===== src/rtl/bcg_pkg.sv =====
// Shared constants, curve tables and types of the battery charge gauge.
`default_nettype none

package bcg_pkg;

  // Field and register widths
  localparam int AVG_SAMPLES = 5;
  localparam int ADC_BITS    = 12;
  localparam int VOLT_W      = 13;
  localparam int REF_W       = 13;
  localparam int MIN_CHG_W   = 10;
  localparam int PCT_W       = 7;
  localparam int LEVEL_W     = 3;
  localparam int CFG_IDX_W   = 3;
  localparam int CFG_DATA_W  = 13;

  localparam int VOLT_MAX = (1 << VOLT_W) - 1;
  localparam int ADC_MAX  = (1 << ADC_BITS) - 1;

  // Averaging ring and divide-by-N through a rounded-up reciprocal
  localparam int SLOT_W      = (AVG_SAMPLES > 1) ? $clog2(AVG_SAMPLES) : 1;
  localparam int SUM_W       = VOLT_W + $clog2(AVG_SAMPLES);
  localparam int AVG_DIV_SH  = SUM_W + $clog2(AVG_SAMPLES);
  localparam int AVG_RECIP   = ((1 << AVG_DIV_SH) + AVG_SAMPLES - 1) / AVG_SAMPLES;
  localparam int RECIP_W     = SUM_W + 2;

  // Raw code times reference
  localparam int X_W = ADC_BITS + REF_W;

  // Shared multiplier
  localparam int MUL_A_W = (ADC_BITS > SUM_W) ? ADC_BITS : SUM_W;
  localparam int MUL_B_W = (RECIP_W > REF_W) ? RECIP_W : REF_W;
  localparam int PROD_W  = MUL_A_W + MUL_B_W;

  // Discharge curve, highest voltage first
  localparam int CURVE_N = 11;
  localparam int SPAN_W  = 8;
  localparam int DP_W    = 4;
  localparam int NUM_W   = 13;
  localparam int QUO_W   = 4;
  localparam int BIT_W   = 2;

  localparam logic [VOLT_W-1:0] CURVE_MV [CURVE_N] = '{
    13'd3200, 13'd3000, 13'd2900, 13'd2800, 13'd2700, 13'd2600,
    13'd2500, 13'd2400, 13'd2300, 13'd2200, 13'd2000
  };
  localparam logic [PCT_W-1:0] CURVE_PCT [CURVE_N] = '{
    7'd100, 7'd95, 7'd90, 7'd80, 7'd70, 7'd55, 7'd40, 7'd25, 7'd10, 7'd5, 7'd0
  };

  // Stream packing
  localparam int IN_DATA_W    = ((ADC_BITS + 7) / 8) * 8;
  localparam int OUT_FIELDS_W = VOLT_W + PCT_W + LEVEL_W;
  localparam int OUT_DATA_W   = ((OUT_FIELDS_W + 7) / 8) * 8;

  typedef struct packed {
    logic fill;
    logic push;
    logic sum_clr;
    logic sum_add;
  } ring_ctrl_t;

  typedef struct packed {
    logic              above;
    logic              below;
    logic [VOLT_W-1:0] lo_mv;
    logic [PCT_W-1:0]  pct_lo;
    logic [DP_W-1:0]   dp;
    logic [SPAN_W-1:0] span;
  } seg_t;

endpackage

`default_nettype wire


===== src/rtl/bcg_mul.sv =====
// Shared multiplier with a registered product.
`default_nettype none

module bcg_mul (
  input  wire logic                         clk_i,
  input  wire logic                         en_i,
  input  wire logic [bcg_pkg::MUL_A_W-1:0]  a_i,
  input  wire logic [bcg_pkg::MUL_B_W-1:0]  b_i,
  output logic      [bcg_pkg::PROD_W-1:0]   prod_o
);
  import bcg_pkg::*;

  logic [PROD_W-1:0] prod_q;

  always_ff @(posedge clk_i) begin
    if (en_i) begin
      prod_q <= PROD_W'(a_i) * PROD_W'(b_i);
    end
  end

  assign prod_o = prod_q;

endmodule

`default_nettype wire


===== src/rtl/bcg_ring.sv =====
// Sample ring for the moving average, with a one-entry-per-cycle accumulator.
`default_nettype none

module bcg_ring (
  input  wire logic                        clk_i,
  input  wire logic                        rst_ni,
  input  wire bcg_pkg::ring_ctrl_t         ctrl_i,
  input  wire logic [bcg_pkg::VOLT_W-1:0]  v_i,
  output logic      [bcg_pkg::SUM_W-1:0]   sum_o,
  output logic                             last_o
);
  import bcg_pkg::*;

  logic [VOLT_W-1:0] ring_q [AVG_SAMPLES];
  logic [SLOT_W-1:0] slot_q, slot_d;
  logic [SLOT_W-1:0] rd_idx_q, rd_idx_d;
  logic [SUM_W-1:0]  sum_q, sum_d;
  logic              slot_end, rd_end;

  assign slot_end = (slot_q == SLOT_W'(AVG_SAMPLES - 1));
  assign rd_end   = (rd_idx_q == SLOT_W'(AVG_SAMPLES - 1));

  always_ff @(posedge clk_i) begin
    for (int i = 0; i < AVG_SAMPLES; i++) begin
      if (ctrl_i.fill || (ctrl_i.push && slot_q == SLOT_W'(i))) begin
        ring_q[i] <= v_i;
      end
    end
  end

  always_comb begin
    slot_d   = slot_q;
    rd_idx_d = rd_idx_q;
    sum_d    = sum_q;
    if (ctrl_i.push) begin
      slot_d = slot_end ? '0 : slot_q + SLOT_W'(1);
    end
    if (ctrl_i.sum_clr) begin
      rd_idx_d = '0;
      sum_d    = '0;
    end else if (ctrl_i.sum_add) begin
      rd_idx_d = rd_end ? '0 : rd_idx_q + SLOT_W'(1);
      sum_d    = sum_q + SUM_W'(ring_q[rd_idx_q]);
    end
  end

  always_ff @(posedge clk_i or negedge rst_ni) begin
    if (!rst_ni) begin
      slot_q   <= '0;
      rd_idx_q <= '0;
      sum_q    <= '0;
    end else begin
      slot_q   <= slot_d;
      rd_idx_q <= rd_idx_d;
      sum_q    <= sum_d;
    end
  end

  assign sum_o  = sum_q;
  assign last_o = rd_end;

endmodule

`default_nettype wire


===== src/rtl/bcg_map.sv =====
// Discharge curve segment decode: end clamps and interpolation terms.
`default_nettype none

module bcg_map (
  input  wire logic [bcg_pkg::VOLT_W-1:0] avg_i,
  output bcg_pkg::seg_t                   seg_o
);
  import bcg_pkg::*;

  always_comb begin
    seg_o.above  = (avg_i >= CURVE_MV[0]);
    seg_o.below  = (avg_i <= CURVE_MV[CURVE_N-1]);
    seg_o.lo_mv  = CURVE_MV[CURVE_N-1];
    seg_o.pct_lo = CURVE_PCT[CURVE_N-1];
    seg_o.dp     = '0;
    seg_o.span   = '0;
    // highest-voltage matching segment wins, as the downward scan ends on it
    for (int i = CURVE_N - 2; i >= 0; i--) begin
      if (avg_i <= CURVE_MV[i] && avg_i >= CURVE_MV[i+1]) begin
        seg_o.lo_mv  = CURVE_MV[i+1];
        seg_o.pct_lo = CURVE_PCT[i+1];
        seg_o.dp     = DP_W'(CURVE_PCT[i] - CURVE_PCT[i+1]);
        seg_o.span   = SPAN_W'(CURVE_MV[i] - CURVE_MV[i+1]);
      end
    end
  end

endmodule

`default_nettype wire


===== src/rtl/battery_charge_gauge.sv =====
// Voltage-based battery charge gauge: sequencer, config registers and stream ports.
//
// One battery sample enters per transaction on the s_axis channel (tdata bits 11:0).
// One result leaves per sample on the m_axis channel: tuser is the refresh flag,
// tdata holds the reported voltage, percentage and level. Registers are written
// via the cfg channel (always ready); the user must do so only while idle (not enforced).
//
// An item runs through one shared multiplier under the sequencer: raw scaling
// (multiply, then fold steps for the divide by the ADC full scale), ring write,
// accumulation over the ring entries, multiply by the reciprocal of the ring depth,
// change test, interpolation multiply and a 4-step restoring divide, limiter.
// A millivolt sample skips the raw scaling; a curve end skips the interpolation
// multiply and divide; a sample with no refresh goes from the change test to the
// output; the first sample after reset skips the accumulation and the average.
// s_axis_tready is high only in the idle state, once the previous sample is done.
// A finished result sits in the output register; the next item is accepted
// while it waits, and the sequencer holds its next result until m_axis_tready.
// Reset clears the ring state, reported values and registers to their defaults;
// the first sample after reset fills the whole ring.
`default_nettype none

module battery_charge_gauge (
  input  wire logic                               clk_i,
  input  wire logic                               rst_ni,
  // input: [11:0] sample
  input  wire logic                               s_axis_tvalid,
  output logic                                    s_axis_tready,
  input  wire logic [bcg_pkg::IN_DATA_W-1:0]      s_axis_tdata,
  // output: [12:0] volt_mv, [19:13] percent, [22:20] level
  output logic                                    m_axis_tvalid,
  input  wire logic                               m_axis_tready,
  output logic      [bcg_pkg::OUT_DATA_W-1:0]     m_axis_tdata,
  // output: [0] updated
  output logic                                    m_axis_tuser,
  input  wire logic                               cfg_valid_i,
  output logic                                    cfg_ready_o,
  input  wire logic [bcg_pkg::CFG_IDX_W-1:0]      cfg_index_i,
  input  wire logic [bcg_pkg::CFG_DATA_W-1:0]     cfg_data_i
);
  import bcg_pkg::*;

  typedef enum logic [CFG_IDX_W-1:0] {
    REG_IN_MV    = 3'd0,
    REG_REF_MV   = 3'd1,
    REG_MIN_CHG  = 3'd2,
    REG_MAX_STEP = 3'd3,
    REG_DEADBAND = 3'd4
  } cfg_reg_e;

  typedef enum logic [3:0] {
    ST_IDLE,
    ST_SCALE,
    ST_LOAD,
    ST_FOLD,
    ST_STORE,
    ST_SUM,
    ST_AVG,
    ST_AVGQ,
    ST_CHECK,
    ST_NUM,
    ST_DIV,
    ST_LIMIT,
    ST_DONE
  } state_e;

  localparam logic [PCT_W-1:0] LVL1_PCT = 7'd5;
  localparam logic [PCT_W-1:0] LVL2_PCT = 7'd25;
  localparam logic [PCT_W-1:0] LVL3_PCT = 7'd50;
  localparam logic [PCT_W-1:0] LVL4_PCT = 7'd75;

  function automatic logic [VOLT_W-1:0] sat_volt(input logic [X_W-1:0] x);
    return (x > X_W'(VOLT_MAX)) ? VOLT_W'(VOLT_MAX) : x[VOLT_W-1:0];
  endfunction

  function automatic logic [PCT_W-1:0] limit_pct(input logic [PCT_W-1:0] fresh,
                                                 input logic [PCT_W-1:0] cur,
                                                 input logic [PCT_W-1:0] band,
                                                 input logic [PCT_W-1:0] step);
    logic [PCT_W-1:0] diff;
    logic [PCT_W:0]   up;
    logic [PCT_W-1:0] res;
    diff = (fresh > cur) ? fresh - cur : cur - fresh;
    up   = {1'b0, cur} + {1'b0, step};
    if (cur == '0) begin
      res = fresh;
    end else if (diff <= band) begin
      res = cur;
    end else if (fresh > cur && diff > step) begin
      res = up[PCT_W-1:0];
    end else if (fresh < cur && diff > step) begin
      res = cur - step;
    end else begin
      res = fresh;
    end
    return res;
  endfunction

  function automatic logic [LEVEL_W-1:0] level_of(input logic [PCT_W-1:0] p);
    logic [LEVEL_W-1:0] l;
    if (p < LVL1_PCT) begin
      l = 3'd0;
    end else if (p < LVL2_PCT) begin
      l = 3'd1;
    end else if (p < LVL3_PCT) begin
      l = 3'd2;
    end else if (p < LVL4_PCT) begin
      l = 3'd3;
    end else begin
      l = 3'd4;
    end
    return l;
  endfunction

  state_e                state_q, state_d;
  logic [ADC_BITS-1:0]   sample_q, sample_d;
  logic [X_W-1:0]        t_q, t_d;
  logic [X_W-1:0]        quot_q, quot_d;
  logic [VOLT_W-1:0]     v_q, v_d;
  logic [VOLT_W-1:0]     avg_q, avg_d;
  logic                  primed_q, primed_d;
  logic [VOLT_W-1:0]     rep_v_q, rep_v_d;
  logic [PCT_W-1:0]      rep_p_q, rep_p_d;
  logic [LEVEL_W-1:0]    rep_l_q, rep_l_d;
  logic                  upd_q, upd_d;
  logic [PCT_W-1:0]      fresh_q, fresh_d;
  logic [NUM_W-1:0]      num_q, num_d;
  logic [QUO_W-1:0]      quo_q, quo_d;
  logic [BIT_W-1:0]      bit_q, bit_d;
  logic                  out_valid_q, out_valid_d;
  logic [OUT_DATA_W-1:0] out_data_q, out_data_d;
  logic                  out_user_q, out_user_d;
  logic                  in_mv_q, in_mv_d;
  logic [REF_W-1:0]      ref_mv_q, ref_mv_d;
  logic [MIN_CHG_W-1:0]  min_chg_q, min_chg_d;
  logic [PCT_W-1:0]      max_step_q, max_step_d;
  logic [PCT_W-1:0]      deadband_q, deadband_d;

  logic                  mul_en;
  logic [MUL_A_W-1:0]    mul_a;
  logic [MUL_B_W-1:0]    mul_b;
  logic [PROD_W-1:0]     prod;
  ring_ctrl_t            ring_ctrl;
  logic [SUM_W-1:0]      ring_sum;
  logic                  ring_last;
  seg_t                  seg;

  logic [REF_W-1:0]      fold_hi;
  logic [ADC_BITS-1:0]   fold_lo;
  logic [VOLT_W-1:0]     avg_diff;
  logic [VOLT_W-1:0]     seg_off;
  logic [NUM_W-1:0]      div_sh;
  logic                  div_ge;
  logic [QUO_W-1:0]      quo_n;
  logic [PCT_W-1:0]      lim_p;
  logic                  in_hs;
  logic                  cfg_hs;

  bcg_mul u_mul (
    .clk_i  (clk_i),
    .en_i   (mul_en),
    .a_i    (mul_a),
    .b_i    (mul_b),
    .prod_o (prod)
  );

  bcg_ring u_ring (
    .clk_i  (clk_i),
    .rst_ni (rst_ni),
    .ctrl_i (ring_ctrl),
    .v_i    (v_q),
    .sum_o  (ring_sum),
    .last_o (ring_last)
  );

  bcg_map u_map (
    .avg_i (avg_q),
    .seg_o (seg)
  );

  assign s_axis_tready = (state_q == ST_IDLE);
  assign in_hs         = s_axis_tvalid && s_axis_tready;
  assign cfg_ready_o   = 1'b1;
  assign cfg_hs        = cfg_valid_i;

  // x = q*ADC_MAX + t; fold t's high part back in until it fits ADC_BITS
  assign fold_hi  = t_q[X_W-1:ADC_BITS];
  assign fold_lo  = t_q[ADC_BITS-1:0];
  assign avg_diff = (avg_q > rep_v_q) ? avg_q - rep_v_q : rep_v_q - avg_q;
  assign seg_off  = avg_q - seg.lo_mv;
  assign div_sh   = NUM_W'({seg.span, 1'b0}) << bit_q;
  assign div_ge   = (num_q >= div_sh);
  assign quo_n    = quo_q | (QUO_W'(div_ge) << bit_q);
  assign lim_p    = limit_pct(fresh_q, rep_p_q, deadband_q, max_step_q);

  always_comb begin
    state_d     = state_q;
    sample_d    = sample_q;
    t_d         = t_q;
    quot_d      = quot_q;
    v_d         = v_q;
    avg_d       = avg_q;
    primed_d    = primed_q;
    rep_v_d     = rep_v_q;
    rep_p_d     = rep_p_q;
    rep_l_d     = rep_l_q;
    upd_d       = upd_q;
    fresh_d     = fresh_q;
    num_d       = num_q;
    quo_d       = quo_q;
    bit_d       = bit_q;
    out_valid_d = out_valid_q;
    out_data_d  = out_data_q;
    out_user_d  = out_user_q;
    in_mv_d     = in_mv_q;
    ref_mv_d    = ref_mv_q;
    min_chg_d   = min_chg_q;
    max_step_d  = max_step_q;
    deadband_d  = deadband_q;
    mul_en      = 1'b0;
    mul_a       = '0;
    mul_b       = '0;
    ring_ctrl   = '0;

    if (cfg_hs) begin
      case (cfg_reg_e'(cfg_index_i))
        REG_IN_MV:    in_mv_d    = cfg_data_i[0];
        REG_REF_MV:   ref_mv_d   = cfg_data_i[REF_W-1:0];
        REG_MIN_CHG:  min_chg_d  = cfg_data_i[MIN_CHG_W-1:0];
        REG_MAX_STEP: max_step_d = cfg_data_i[PCT_W-1:0];
        REG_DEADBAND: deadband_d = cfg_data_i[PCT_W-1:0];
        default: ;
      endcase
    end

    if (out_valid_q && m_axis_tready) begin
      out_valid_d = 1'b0;
    end

    case (state_q)
      ST_IDLE: begin
        if (in_hs) begin
          sample_d = s_axis_tdata[ADC_BITS-1:0];
          if (in_mv_q) begin
            v_d     = sat_volt(X_W'(s_axis_tdata[ADC_BITS-1:0]));
            state_d = ST_STORE;
          end else begin
            state_d = ST_SCALE;
          end
        end
      end
      ST_SCALE: begin
        mul_en  = 1'b1;
        mul_a   = MUL_A_W'(sample_q);
        mul_b   = MUL_B_W'(ref_mv_q);
        state_d = ST_LOAD;
      end
      ST_LOAD: begin
        t_d     = prod[X_W-1:0];
        quot_d  = '0;
        state_d = ST_FOLD;
      end
      ST_FOLD: begin
        if (fold_hi != '0) begin
          quot_d = quot_q + X_W'(fold_hi);
          t_d    = X_W'(fold_hi) + X_W'(fold_lo);
        end else begin
          v_d     = sat_volt(quot_q + X_W'(fold_lo == ADC_BITS'(ADC_MAX)));
          state_d = ST_STORE;
        end
      end
      ST_STORE: begin
        if (!primed_q) begin
          ring_ctrl.fill = 1'b1;
          primed_d       = 1'b1;
          avg_d          = v_q;
          state_d        = ST_CHECK;
        end else begin
          ring_ctrl.push    = 1'b1;
          ring_ctrl.sum_clr = 1'b1;
          state_d           = ST_SUM;
        end
      end
      ST_SUM: begin
        ring_ctrl.sum_add = 1'b1;
        if (ring_last) begin
          state_d = ST_AVG;
        end
      end
      ST_AVG: begin
        mul_en  = 1'b1;
        mul_a   = MUL_A_W'(ring_sum);
        mul_b   = MUL_B_W'(AVG_RECIP);
        state_d = ST_AVGQ;
      end
      ST_AVGQ: begin
        avg_d   = prod[AVG_DIV_SH +: VOLT_W];
        state_d = ST_CHECK;
      end
      ST_CHECK: begin
        if (avg_diff >= VOLT_W'(min_chg_q)) begin
          if (seg.above) begin
            fresh_d = CURVE_PCT[0];
            state_d = ST_LIMIT;
          end else if (seg.below) begin
            fresh_d = CURVE_PCT[CURVE_N-1];
            state_d = ST_LIMIT;
          end else begin
            mul_en  = 1'b1;
            mul_a   = MUL_A_W'(seg_off[SPAN_W-1:0]);
            mul_b   = MUL_B_W'(seg.dp);
            state_d = ST_NUM;
          end
        end else begin
          upd_d   = 1'b0;
          state_d = ST_DONE;
        end
      end
      ST_NUM: begin
        // round half up: (2*off*dp + span) / (2*span)
        num_d   = NUM_W'({prod[NUM_W-2:0], 1'b0}) + NUM_W'(seg.span);
        quo_d   = '0;
        bit_d   = BIT_W'(QUO_W - 1);
        state_d = ST_DIV;
      end
      ST_DIV: begin
        if (div_ge) begin
          num_d = num_q - div_sh;
        end
        quo_d = quo_n;
        if (bit_q == '0) begin
          fresh_d = seg.pct_lo + PCT_W'(quo_n);
          state_d = ST_LIMIT;
        end else begin
          bit_d = bit_q - BIT_W'(1);
        end
      end
      ST_LIMIT: begin
        rep_v_d = avg_q;
        rep_p_d = lim_p;
        rep_l_d = level_of(lim_p);
        upd_d   = 1'b1;
        state_d = ST_DONE;
      end
      ST_DONE: begin
        if (!out_valid_q || m_axis_tready) begin
          out_valid_d = 1'b1;
          out_data_d  = OUT_DATA_W'({rep_l_q, rep_p_q, rep_v_q});
          out_user_d  = upd_q;
          state_d     = ST_IDLE;
        end
      end
      default: state_d = ST_IDLE;
    endcase
  end

  always_ff @(posedge clk_i or negedge rst_ni) begin
    if (!rst_ni) begin
      state_q     <= ST_IDLE;
      sample_q    <= '0;
      t_q         <= '0;
      quot_q      <= '0;
      v_q         <= '0;
      avg_q       <= '0;
      primed_q    <= 1'b0;
      rep_v_q     <= '0;
      rep_p_q     <= '0;
      rep_l_q     <= '0;
      upd_q       <= 1'b0;
      fresh_q     <= '0;
      num_q       <= '0;
      quo_q       <= '0;
      bit_q       <= '0;
      out_valid_q <= 1'b0;
      out_data_q  <= '0;
      out_user_q  <= 1'b0;
      in_mv_q     <= 1'b0;
      ref_mv_q    <= REF_W'(1100);
      min_chg_q   <= MIN_CHG_W'(20);
      max_step_q  <= PCT_W'(5);
      deadband_q  <= PCT_W'(2);
    end else begin
      state_q     <= state_d;
      sample_q    <= sample_d;
      t_q         <= t_d;
      quot_q      <= quot_d;
      v_q         <= v_d;
      avg_q       <= avg_d;
      primed_q    <= primed_d;
      rep_v_q     <= rep_v_d;
      rep_p_q     <= rep_p_d;
      rep_l_q     <= rep_l_d;
      upd_q       <= upd_d;
      fresh_q     <= fresh_d;
      num_q       <= num_d;
      quo_q       <= quo_d;
      bit_q       <= bit_d;
      out_valid_q <= out_valid_d;
      out_data_q  <= out_data_d;
      out_user_q  <= out_user_d;
      in_mv_q     <= in_mv_d;
      ref_mv_q    <= ref_mv_d;
      min_chg_q   <= min_chg_d;
      max_step_q  <= max_step_d;
      deadband_q  <= deadband_d;
    end
  end

  assign m_axis_tvalid = out_valid_q;
  assign m_axis_tdata  = out_data_q;
  assign m_axis_tuser  = out_user_q;

endmodule

`default_nettype wire

===== config.mk =====
export PLATFORM = sky130hd
export DESIGN_NAME = battery_charge_gauge
export DESIGN_NICKNAME = d
export VERILOG_FILES = /design/src/rtl/bcg_pkg.sv /design/src/rtl/bcg_mul.sv /design/src/rtl/bcg_ring.sv /design/src/rtl/bcg_map.sv /design/src/rtl/battery_charge_gauge.sv
export SDC_FILE = /design/constraint.sdc
export NUM_CORES = 1
export LEC_CHECK = 0
export ABC_AREA = 0
export BUFFER_PORTS_ARGS = -buffer_cell sky130_fd_sc_hd__buf_4
export CAP_MARGIN = 30
export CORE_MARGIN = 4
export CORE_UTILIZATION = 40
export CTS_BUF_LIST = sky130_fd_sc_hd__clkbuf_8
export DETAILED_ROUTE_END_ITERATION = 12
export PLACE_DENSITY = 0.64
export SETUP_SLACK_MARGIN = 0.05
export SLEW_MARGIN = 10
export SYNTH_ARGS = -nofsm -noshare
export SYNTH_HDL_FRONTEND = slang
export SYNTH_SLANG_ARGS = --single-unit
export TNS_END_PERCENT = 50

===== constraint.sdc =====
create_clock -name clk_i -period 24.1 [get_ports clk_i]
set_input_delay 4.82 -clock clk_i [delete_from_list [all_inputs] [get_ports clk_i]]
set_output_delay 4.82 -clock clk_i [all_outputs]
set_load 0.01 [all_outputs]

==> results.toml, run 1 <==
[outcome]
status = "completed"

[clock_network]
post_cts_buffers = 0
clockBufferDepth = 3
cts_resized = 0
cts.sinks = 322
worst_skew_pair.late_latency_ns = 0.70
postCtsHoldBufs = 0
h-tree-depth = 2
cts_tree = "built"
cts_made_buffers = 58
ctsRootBufferMaster = "clkbuf_8"
clk_pin_slew_ns = 0.06

[timing]
fin_ws_ns = 10.57
setup_viol = 0
fin_setup_tns_ns = 0
rsz0062_at_grt = "no"
hold_viol_final = 0
drv_slew = 0
period_needed_ns = 13.53
fmax_ghz = 0.0739
tightest_slew_ns = 1.06
finalCritPeriodShare = 0.562
relSlewSlack = 0.293
skew_ns = 0.0459

[worst_setup_path]
start_kind = "flop"
critPathCaptureType = "flop"
path_max_fanout = 18
critical-path-top-delay-family = "compound AO/OA/AOI/OAI gates"
reg2reg_slack_ns = 10.57
path_class = "reg -> reg"
path_buf_inv = 4
worst_ep_arrival_time_ns = 13.92
critPathSlowestCell = "mux2i_1"
cp.required_ns = 24.49
cpMostUsedCell = "fa_1"
max_stage_delay_ns = 0.81

[layout]
layout-drive-gt1-share = 0.100
final_nets = 3561
syn_to_final_growth_pct = 10.3
utilization = 0.448
num-fill-cells = 6641

[power]
power.density_mw_per_mm2 = 140
p_switching_mw = 2.14
power.share.clock = 0.129
p_leak_nw = 14.5
power.internal_mw = 2.18
p_sw_frac = 0.496
power_mw = 4.32
peakVddDrop_mv = 0.132
power_frac_seq = 0.241
p_comb_frac = 0.630

[drt]
firstDrtPassIters = 8
vias = 22000
ant_nets = 0
met3_length_um = 4900
wl_met1_um = 33500
drtIter0Drc = 1755
wire_per_inst_um = 18.5
via_per_inst = 5.42
wl_met2_um = 33900
routed_wl_um = 75200
route.detailed.drc = 0
routed.top_layer = "met4"

[logic_synthesis]
synth_edf_count = 97
netlist_instances = 3001
post_synth.cell_area_avg_um2 = 9.36
ys_ff_latch = 322
synthFlopType = "dfrtp_1"
synth-async-reset-ratio = 0.699
synth.top_cell.area_share = 0.192
synth-seq-area-share = 0.305
synth_top_area_cell = "dfrtp_1"
ys_types = 96
synth_area_mm2 = 0.0281
ys_warn_count = 0
synth_area_leaders = "dfrtp_1, fa_1, ha_1"

[placed_design]
gp_congestion = 0.902
port_buffers = 58
pre_cts_ws_ns = 10.59
dp_hpwl_um = 58300

[die]
start_util = 0.407
fp.dieH_um = 273
pin_count = 65
core_mm2 = 0.0691
die_area_mm2 = 0.0745
rows = 96
die_width_um = 273

[grt]
globalRouteTotalUtil = 0.204
grt_antenna_before_repair = 1
overflow = 0
grt_pass1_wl_um = 122000
grt_start_max_net_pins = 104
grt_pass1_vias = 21900

[flow_run]
drv_cap = 0

[hold_path]
hold_path_class = "reg -> reg"
[logic make-up (layout without fill, tap and decap cells)]
group / after synthesis / in the layout / synth area share
adder cells (fa/ha/maj): 451 / 451 / 0.251
multiplexers: 107 / 107 / 0.0469
buffers and inverters: 500 / 598 / 0.0687
AND/OR/NAND/NOR: 863 / 863 / 0.147
AO/OA/AOI/OAI: 649 / 649 / 0.148
other: 2 / 27 / 0.000267
flip-flops: 322 / 322 / 0.305
XOR/XNOR: 107 / 107 / 0.0334
[worst register-to-register path: cells and delay by family, from the launching register on]
kind                       cells  cell delay, ns
adders and majority gates      9            4.27
AOI/OAI and AO/OA             14            4.85
muxes                          3            1.49
DFF                            1            0.78
and+or+nand+nor                8            1.43
buffers and inverters          4            0.45
[metrics by stage]
step                instances  cell area [um^2]  hold WS, ns
finish                   4055             31000        0.467
global route             4055             31000        0.492
CTS                      4051             30900        0.471
detailed placement       3941             29700        0.460
global placement         3939             29600        0.452
floorplan                3025             28200        0.426
[synthesized netlist by cell type, types with 10 or more instances]
| cell type | n |
|---|---|
| mux4_2 | 13 |
| o31ai_1 | 13 |
| a22oi_1 | 13 |
| or3_1 | 22 |
| nor2b_1 | 25 |
| nor3_1 | 60 |
| nor2_1 | 193 |
| edfxtp_1 | 97 |
| and2_1 | 14 |
| a21boi_0 | 10 |
| nand4_1 | 29 |
| ha_1 | 263 |
| o21ai_0 | 188 |
| and3_1 | 53 |
| nand2_1 | 277 |
| nor4_1 | 16 |
| xor2_1 | 40 |
| nand3_1 | 82 |
| mux2_2 | 63 |
| a21oi_1 | 170 |
| a31oi_1 | 23 |
| a211oi_1 | 17 |
| inv_1 | 388 |
| buf_2 | 22 |
| a21o_1 | 51 |
| o21bai_1 | 10 |
| mux2i_1 | 30 |
| dfrtp_1 | 216 |
| nand2b_1 | 44 |
| fa_1 | 188 |
| o21a_1 | 22 |
| o22ai_1 | 16 |
| or2_2 | 10 |
| clkbuf_1 | 78 |
| xnor2_1 | 67 |
[placed cells by master, fill, tap and decap left out, types with 93 or more instances in the layout]
cell type,instances
inv_1,414
o21ai_0,187
ha_1,263
buf_4,93
a21oi_1,165
nor2_1,193
fa_1,188
nand2_1,277
edfxtp_1,97
dfrtp_1,216
[final timing paths]
kind | from | end | cells after the start
worst min register to register | u_mul.prod_o[14] | t_q[14] | 2
worst min-delay path | u_mul.prod_o[14] | t_q[14] | 2
worst max register to register | avg_q[8] | u_mul.prod_o[29] | 38
worst max-delay path | avg_q[8] | u_mul.prod_o[29] | 38
min in group asynchronous | rst_ni | m_axis_tdata[15] | 1
max in group asynchronous | rst_ni | sample_q[4] | 4
[cell type report]
class / instances / area (um^2) / area share
Sequential cell: 322 / 8550 / 0.276
Multi-Input combinational cell: 2203 / 17700 / 0.573
Inverter: 389 / 1460 / 0.0471
Clock buffer: 67 / 922 / 0.0298
Antenna cell: 1 / 2.50 / 0.0000808
Tap cell: 931 / 1160 / 0.0376
Timing Repair Buffer: 99 / 783 / 0.0253
Clock inverter: 43 / 348 / 0.0112
[registers in the layout (all words and copies together), names as in the netlist, 7 cells and up]
name / flops
fresh_q: 7
sample_q: 12
rep_p_q: 7
deadband_q: 7
ref_mv_q: 13
rep_v_q: 13
t_q: 25
num_q: 10
avg_q: 13
u_ring.sum_o: 16
min_chg_q: 10
v_q: 13
u_mul.prod_o: 32
u_ring.ring_q: 65
max_step_q: 7
m_axis_tdata: 23
quot_q: 25
[power by group through the flow]
stage | combinational [mW] | clock [mW] | sequential (mW)
after floorplan | 2.07 | 0 | 0.901
after global placement | 2.65 | 0 | 1.04
after detailed placement | 2.68 | 0 | 1.05
after CTS | 2.70 | 0.575 | 1.04
after global routing | 3.06 | 0.600 | 1.06
final | 2.72 | 0.560 | 1.04
[metal layers]
layer | track usage | vias to the layer above
met4 | 0.0745 | 0
met3 | 0.0392 | 182
met2 | 0.326 | 673
li1 | - | 10500
met5 | 0 | -
met1 | 0.277 | 10600
(Power assumes the default switching activity.)
==> run 2, diff against run 1 <==
Settings changed: PLACE_DENSITY 0.64 to 0.66.
Clock period 24.1 ns to 10.85 ns, I/O delays scaled along.
==> run 2 against run 1 <==
Net effect:
- via count increased by 2.8%
- power up 140%
- routed wire length rose by 4.4%
- combinational power rose to 2.5 times the previous value
- sequential cell count did not move
- final cell count increased by 3.5%
- clock skew down 0.025 ns
==> results.toml, run 2 (synthesized netlist as in run 1, its figures left out) <==
[outcome]
status = "completed"

[worst_setup_path]
max_stage_delay_ns = 0.55
cp.depth = 42
critPathCaptureType = "flop"
startpoint = "avg_q[6]"
start_kind = "flop"
path_class = "reg -> reg"
cp.required_ns = 11.26
critical-path-top-delay-family = "adder cells"
reg2reg_from = "avg_q[6]"
path_buf_inv = 7
path_max_fanout = 4
worst_ep_arrival_time_ns = 11.16
critPathSlowestCell = "fa_1"
reg2reg_slack_ns = 0.10
cpMostUsedCell = "fa_1"
endpoint = "u_mul.prod_o[31]"
r2r-end = "u_mul.prod_o[31]"
reg2reg_depth = 42

[flow_run]
drv_cap = 0

[grt]
overflow = 0
grt_antenna_before_repair = 1
grt_pass1_vias = 22100
globalRouteTotalUtil = 0.210
grt_pass1_wl_um = 124000
grt_start_max_net_pins = 88

[die]
core_mm2 = 0.0691
fp.dieH_um = 273
rows = 96
pin_count = 65
start_util = 0.407
die_area_mm2 = 0.0745
die_width_um = 273

[clock_network]
postCtsHoldBufs = 0
cts_made_buffers = 57
clk_pin_slew_ns = 0.07
cts_tree = "built"
ctsRootBufferMaster = "clkbuf_8"
clockBufferDepth = 3
worst_skew_pair.late_latency_ns = 0.67
h-tree-depth = 2
cts.sinks = 322

[power]
power_mw = 10.4
power.density_mw_per_mm2 = 318
p_leak_nw = 15.2
peakVddDrop_mv = 0.220

[timing]
setup_viol = 0
drv_slew = 0
skew_ns = 0.0212
hold_viol_final = 0
period_needed_ns = 10.75
fin_ws_ns = 0.100
tightest_slew_ns = 1.09
fmax_ghz = 0.0930
relSlewSlack = 0.271
finalCritPeriodShare = 0.991
rsz0062_at_grt = "yes"

[placed_design]
gp_congestion = 0.985
pre_cts_ws_ns = -0.382
dp_hpwl_um = 60800
port_buffers = 58

[drt]
wl_met2_um = 36900
route.detailed.drc = 0
met3_length_um = 5130
firstDrtPassIters = 6
drtIter0Drc = 2034
vias = 22600
ant_nets = 0
via_per_inst = 5.39
wl_met1_um = 33700
routed.top_layer = "met4"
routed_wl_um = 78400
wire_per_inst_um = 18.7

[layout]
final_nets = 3703
num-fill-cells = 6458
syn_to_final_growth_pct = 16.4
layout-drive-gt1-share = 0.168
largest_reg_flops = 65
layout_common_cells = "inv_1, nand2_1, ha_1"
top_register = "u_ring.ring_q"
final_common_cell = "inv_1"

[hold_path]
hold_path_class = "reg -> reg"
## run 2: power breakdown
part	switching (mW)	internal, mW	leakage [nW]
sequential	0.532	1.72	3.71
combinational	3.92	2.92	10.8
clock	0.568	0.733	0.716
total	5.02	5.37	15.2
## run 2: stage by stage
step | hold WS [ns] | TNS (ns) | utilization | std cells | instance area [um^2]
floorplan | 0.426 | 0 | - | 3025 | 28300
global placement | 0.459 | -1.13 | 0.443 | 4060 | 30600
detailed placement | 0.455 | -1.53 | 0.444 | 4064 | 30600
CTS | 0.476 | 0 | 0.465 | 4177 | 32100
global route | 0.505 | -0.498 | 0.473 | 4196 | 32700
finish | 0.472 | 0 | 0.473 | 4196 | 32700
## run 2: final cells by class
type / count / area (um^2) / area share
tap: 931 / 1160 / 0.0356
inverter: 389 / 1460 / 0.0447
clock inverter: 39 / 374 / 0.0114
antenna: 1 / 2.50 / 0.0000765
sequential: 322 / 8550 / 0.262
clock buffer: 69 / 950 / 0.0290
multi-input combinational: 2203 / 18200 / 0.558
timing repair buffer: 242 / 1950 / 0.0595
## run 2: timing repair
item                                    CTS  global route
setup buffers                             5            19
endpoints found under the setup margin    7            13
pin swaps                                19            82
gates resized for setup                  20            89
## run 2: worst min-delay path by stage
stage	from	end	cells after the start
CTS	u_mul.prod_o[0]	t_q[0]	2
global placement	u_mul.prod_o[0]	t_q[0]	2
floorplan	u_mul.prod_o[14]	t_q[14]	2
global route	m_axis_tdata[3]	m_axis_tdata[3]	2
finish	u_mul.prod_o[0]	t_q[0]	2
detailed placement	u_mul.prod_o[0]	t_q[0]	2
## run 2: worst min-delay path: cells and delay by family, from the launching register on
kind	cells	cell delay (ns)
flip-flops	1	0.32
AO/OA/AOI/OAI	1	0.06
AND/OR/NAND/NOR	1	0.05
## run 2: routing by layer
metal  vias to the layer above  global-route usage
met3                       154              0.0350
met4                         0              0.0688
met5                         -                   0
met2                       678               0.345
li1                      10800                   -
met1                     11000               0.284
==> run 3, diff against run 2 <==
Settings changed: ABC_AREA 0 to 1.
==> run 3 against run 2 <==
Net effect:
- first-iteration DRC count decreased by 9.4%
- register-to-register slack improved by 0.77 ns
- count of clock-buffer cells in the layout decreased by 5
- sequential power decreased by 6%
- largest power group unchanged
==> results.toml, run 3 <==
[layout]
num-fill-cells = 7163
syn_to_final_growth_pct = 9.96
top_register = "u_ring.ring_q"
largest_reg_flops = 65
final_cells = 4744
multi_input_area_mm2 = 0.0174
seq_area_mm2 = 0.00855
layout-drive-gt1-share = 0.0722
final_nets = 4235
layout_common_cells = "nand2_1, inv_1, nor2_1"
final_common_cell = "nand2_1"

[placed_design]
gp_congestion = 0.923
dp_cells = 4638
port_buffers = 58
dp_hpwl_um = 63300

[drt]
drtIter0Drc = 1842
routed_wl_um = 80100
vias = 24300
firstDrtPassIters = 5
wire_per_inst_um = 16.9
ant_nets = 0
route.detailed.drc = 0
via_per_inst = 5.12

[timing]
rsz0062_at_grt = "no"
setup_viol = 0
period_needed_ns = 9.98
skew_ns = 0.0365
fmax_ghz = 0.100
finalCritPeriodShare = 0.920
tightest_slew_ns = 0.911
drv_slew = 0
relSlewSlack = 0.391
hold_viol_final = 0
fin_setup_tns_ns = 0

[worst_setup_path]
start_kind = "flop"
max_stage_delay_ns = 0.54
reg2reg_from = "avg_q[9]"
critPathSlowestCell = "fa_1"
path_class = "reg -> reg"
critPathCaptureType = "flop"
worst_ep_arrival_time_ns = 10.40
reg2reg_slack_ns = 0.87
path_max_fanout = 11
cp.required_ns = 11.27
reg2reg_depth = 43
cpMostUsedCell = "inv_1"
r2r-end = "u_mul.prod_o[30]"

[clock_network]
postCtsHoldBufs = 0
clockBufferDepth = 3
clk_pin_slew_ns = 0.07
post_cts_buffers = 0
cts_resized = 0
cts_tree = "built"
ctsRootBufferMaster = "clkbuf_8"
h-tree-depth = 2
cts_made_buffers = 54
worst_skew_pair.late_latency_ns = 0.67
cts.sinks = 322

[logic_synthesis]
synth_area_mm2 = 0.0288
synth_edf_count = 97
synth.top_cell.area_share = 0.188
ys_ff_latch = 322
synth_top_area_cell = "dfrtp_1"
ys_warn_count = 0
netlist_instances = 3652
synth.most_common_cell = "nand2_1"
synthTopCellsByCount = "nand2_1, inv_1, nor2_1"
ys_types = 65
synth-async-reset-ratio = 0.699
synth-seq-area-share = 0.297
post_synth.cell_area_avg_um2 = 7.89
synth_area_leaders = "dfrtp_1, fa_1, ha_1"
synthFlopType = "dfrtp_1"

[die]
start_util = 0.403
fp.dieH_um = 276
rows = 98
core_mm2 = 0.0715
pin_count = 65
die_width_um = 276
die_area_mm2 = 0.0764

[power]
peakVddDrop_mv = 0.249
power.density_mw_per_mm2 = 330
p_leak_nw = 15.9

[grt]
overflow = 0
globalRouteTotalUtil = 0.208
grt_start_max_net_pins = 102
grt_pass1_wl_um = 128000
grt_antenna_before_repair = 1
grt_pass1_vias = 23600

[hold_path]
min_to = "u_ring.sum_o[14]"
min-delay-start = "u_ring.sum_o[14]"
hold_path_class = "reg -> reg"
whs_path_depth = 1

[outcome]
status = "completed"

[flow_run]
drv_cap = 0
-- run 3: changes by cell type after synthesis, sizes merged, moves of 52 or more --
cell	previous run	this run
nand2	277	780
inv	388	658
nor2	194	353
o21ai	193	277
mux2	64	7
and3	53	1
-- run 3: layer usage --
metal	vias up	GRT usage	routed length [um]
met5	-	0	0
met4	0	0.0704	2550
met3	133	0.0303	4670
met2	742	0.339	36800
met1	11500	0.285	36100
li1	11900	-	-
-- run 3: how the worst max path moves through the flow --
stage | slack [ns] | endpoint | from | cells after the start
final | 0.87 | u_mul.prod_o[30] | avg_q[9] | 43
after global routing | 0.13 | u_mul.prod_o[30] | avg_q[9] | 43
after CTS | 0.86 | u_mul.prod_o[30] | avg_q[9] | 43
after detailed placement | 0.92 | u_mul.prod_o[30] | avg_q[9] | 43
after global placement | 1.0 | u_mul.prod_o[30] | avg_q[2] | 45
after floorplan | 2.16 | u_mul.prod_o[30] | avg_q[10] | 49
-- run 3: cell families after synthesis --
family / Yosys count / share of synthesized area
adders and majority gates: 451 / 0.245
AOI/OAI and AO/OA: 629 / 0.122
other: 2 / 0.000261
buffers and inverters: 756 / 0.101
DFF: 322 / 0.297
muxes: 9 / 0.00343
and+or+nand+nor: 1395 / 0.204
xor gates and xnor gates: 88 / 0.0268
-- run 3: metrics by stage --
step	area [um^2]	hold slack [ns]	setup slack, ns	total power, mW	utilization
global placement	30400	0.446	0.998	9.08	0.426
CTS	31600	0.461	0.862	10.4	0.442
detailed placement	30400	0.454	0.920	9.16	0.426
floorplan	28900	0.433	2.16	7.31	-
global route	31700	0.489	0.128	11.6	0.443
finish	31700	0.463	0.870	10.5	0.443
-- run 3: power by group --
part / internal (mW) / leakage (nW) / switching, mW
sequential: 1.73 / 3.71 / 0.381
clock: 0.664 / 0.682 / 0.545
combinational: 2.45 / 11.5 / 4.69
-- run 3: final cells by class --
class,instances,area share
Timing Repair Buffer,101,0.0249
Sequential cell,322,0.270
Clock inverter,38,0.0101
Antenna cell,1,0.0000790
Clock buffer,64,0.0278
Tap cell,950,0.0375
Multi-Input combinational cell,2598,0.550
Inverter,670,0.0794
-- run 3: worst max-delay path: cells and delay by family (launching register included) --
family	cells	cell delay [ns]
flip-flops	1	0.36
buffers and inverters	8	0.65
XOR/XNOR	1	0.21
adder cells (fa/ha/maj)	9	4.11
AND/OR/NAND/NOR	15	2.10
AO/OA/AOI/OAI	10	2.27
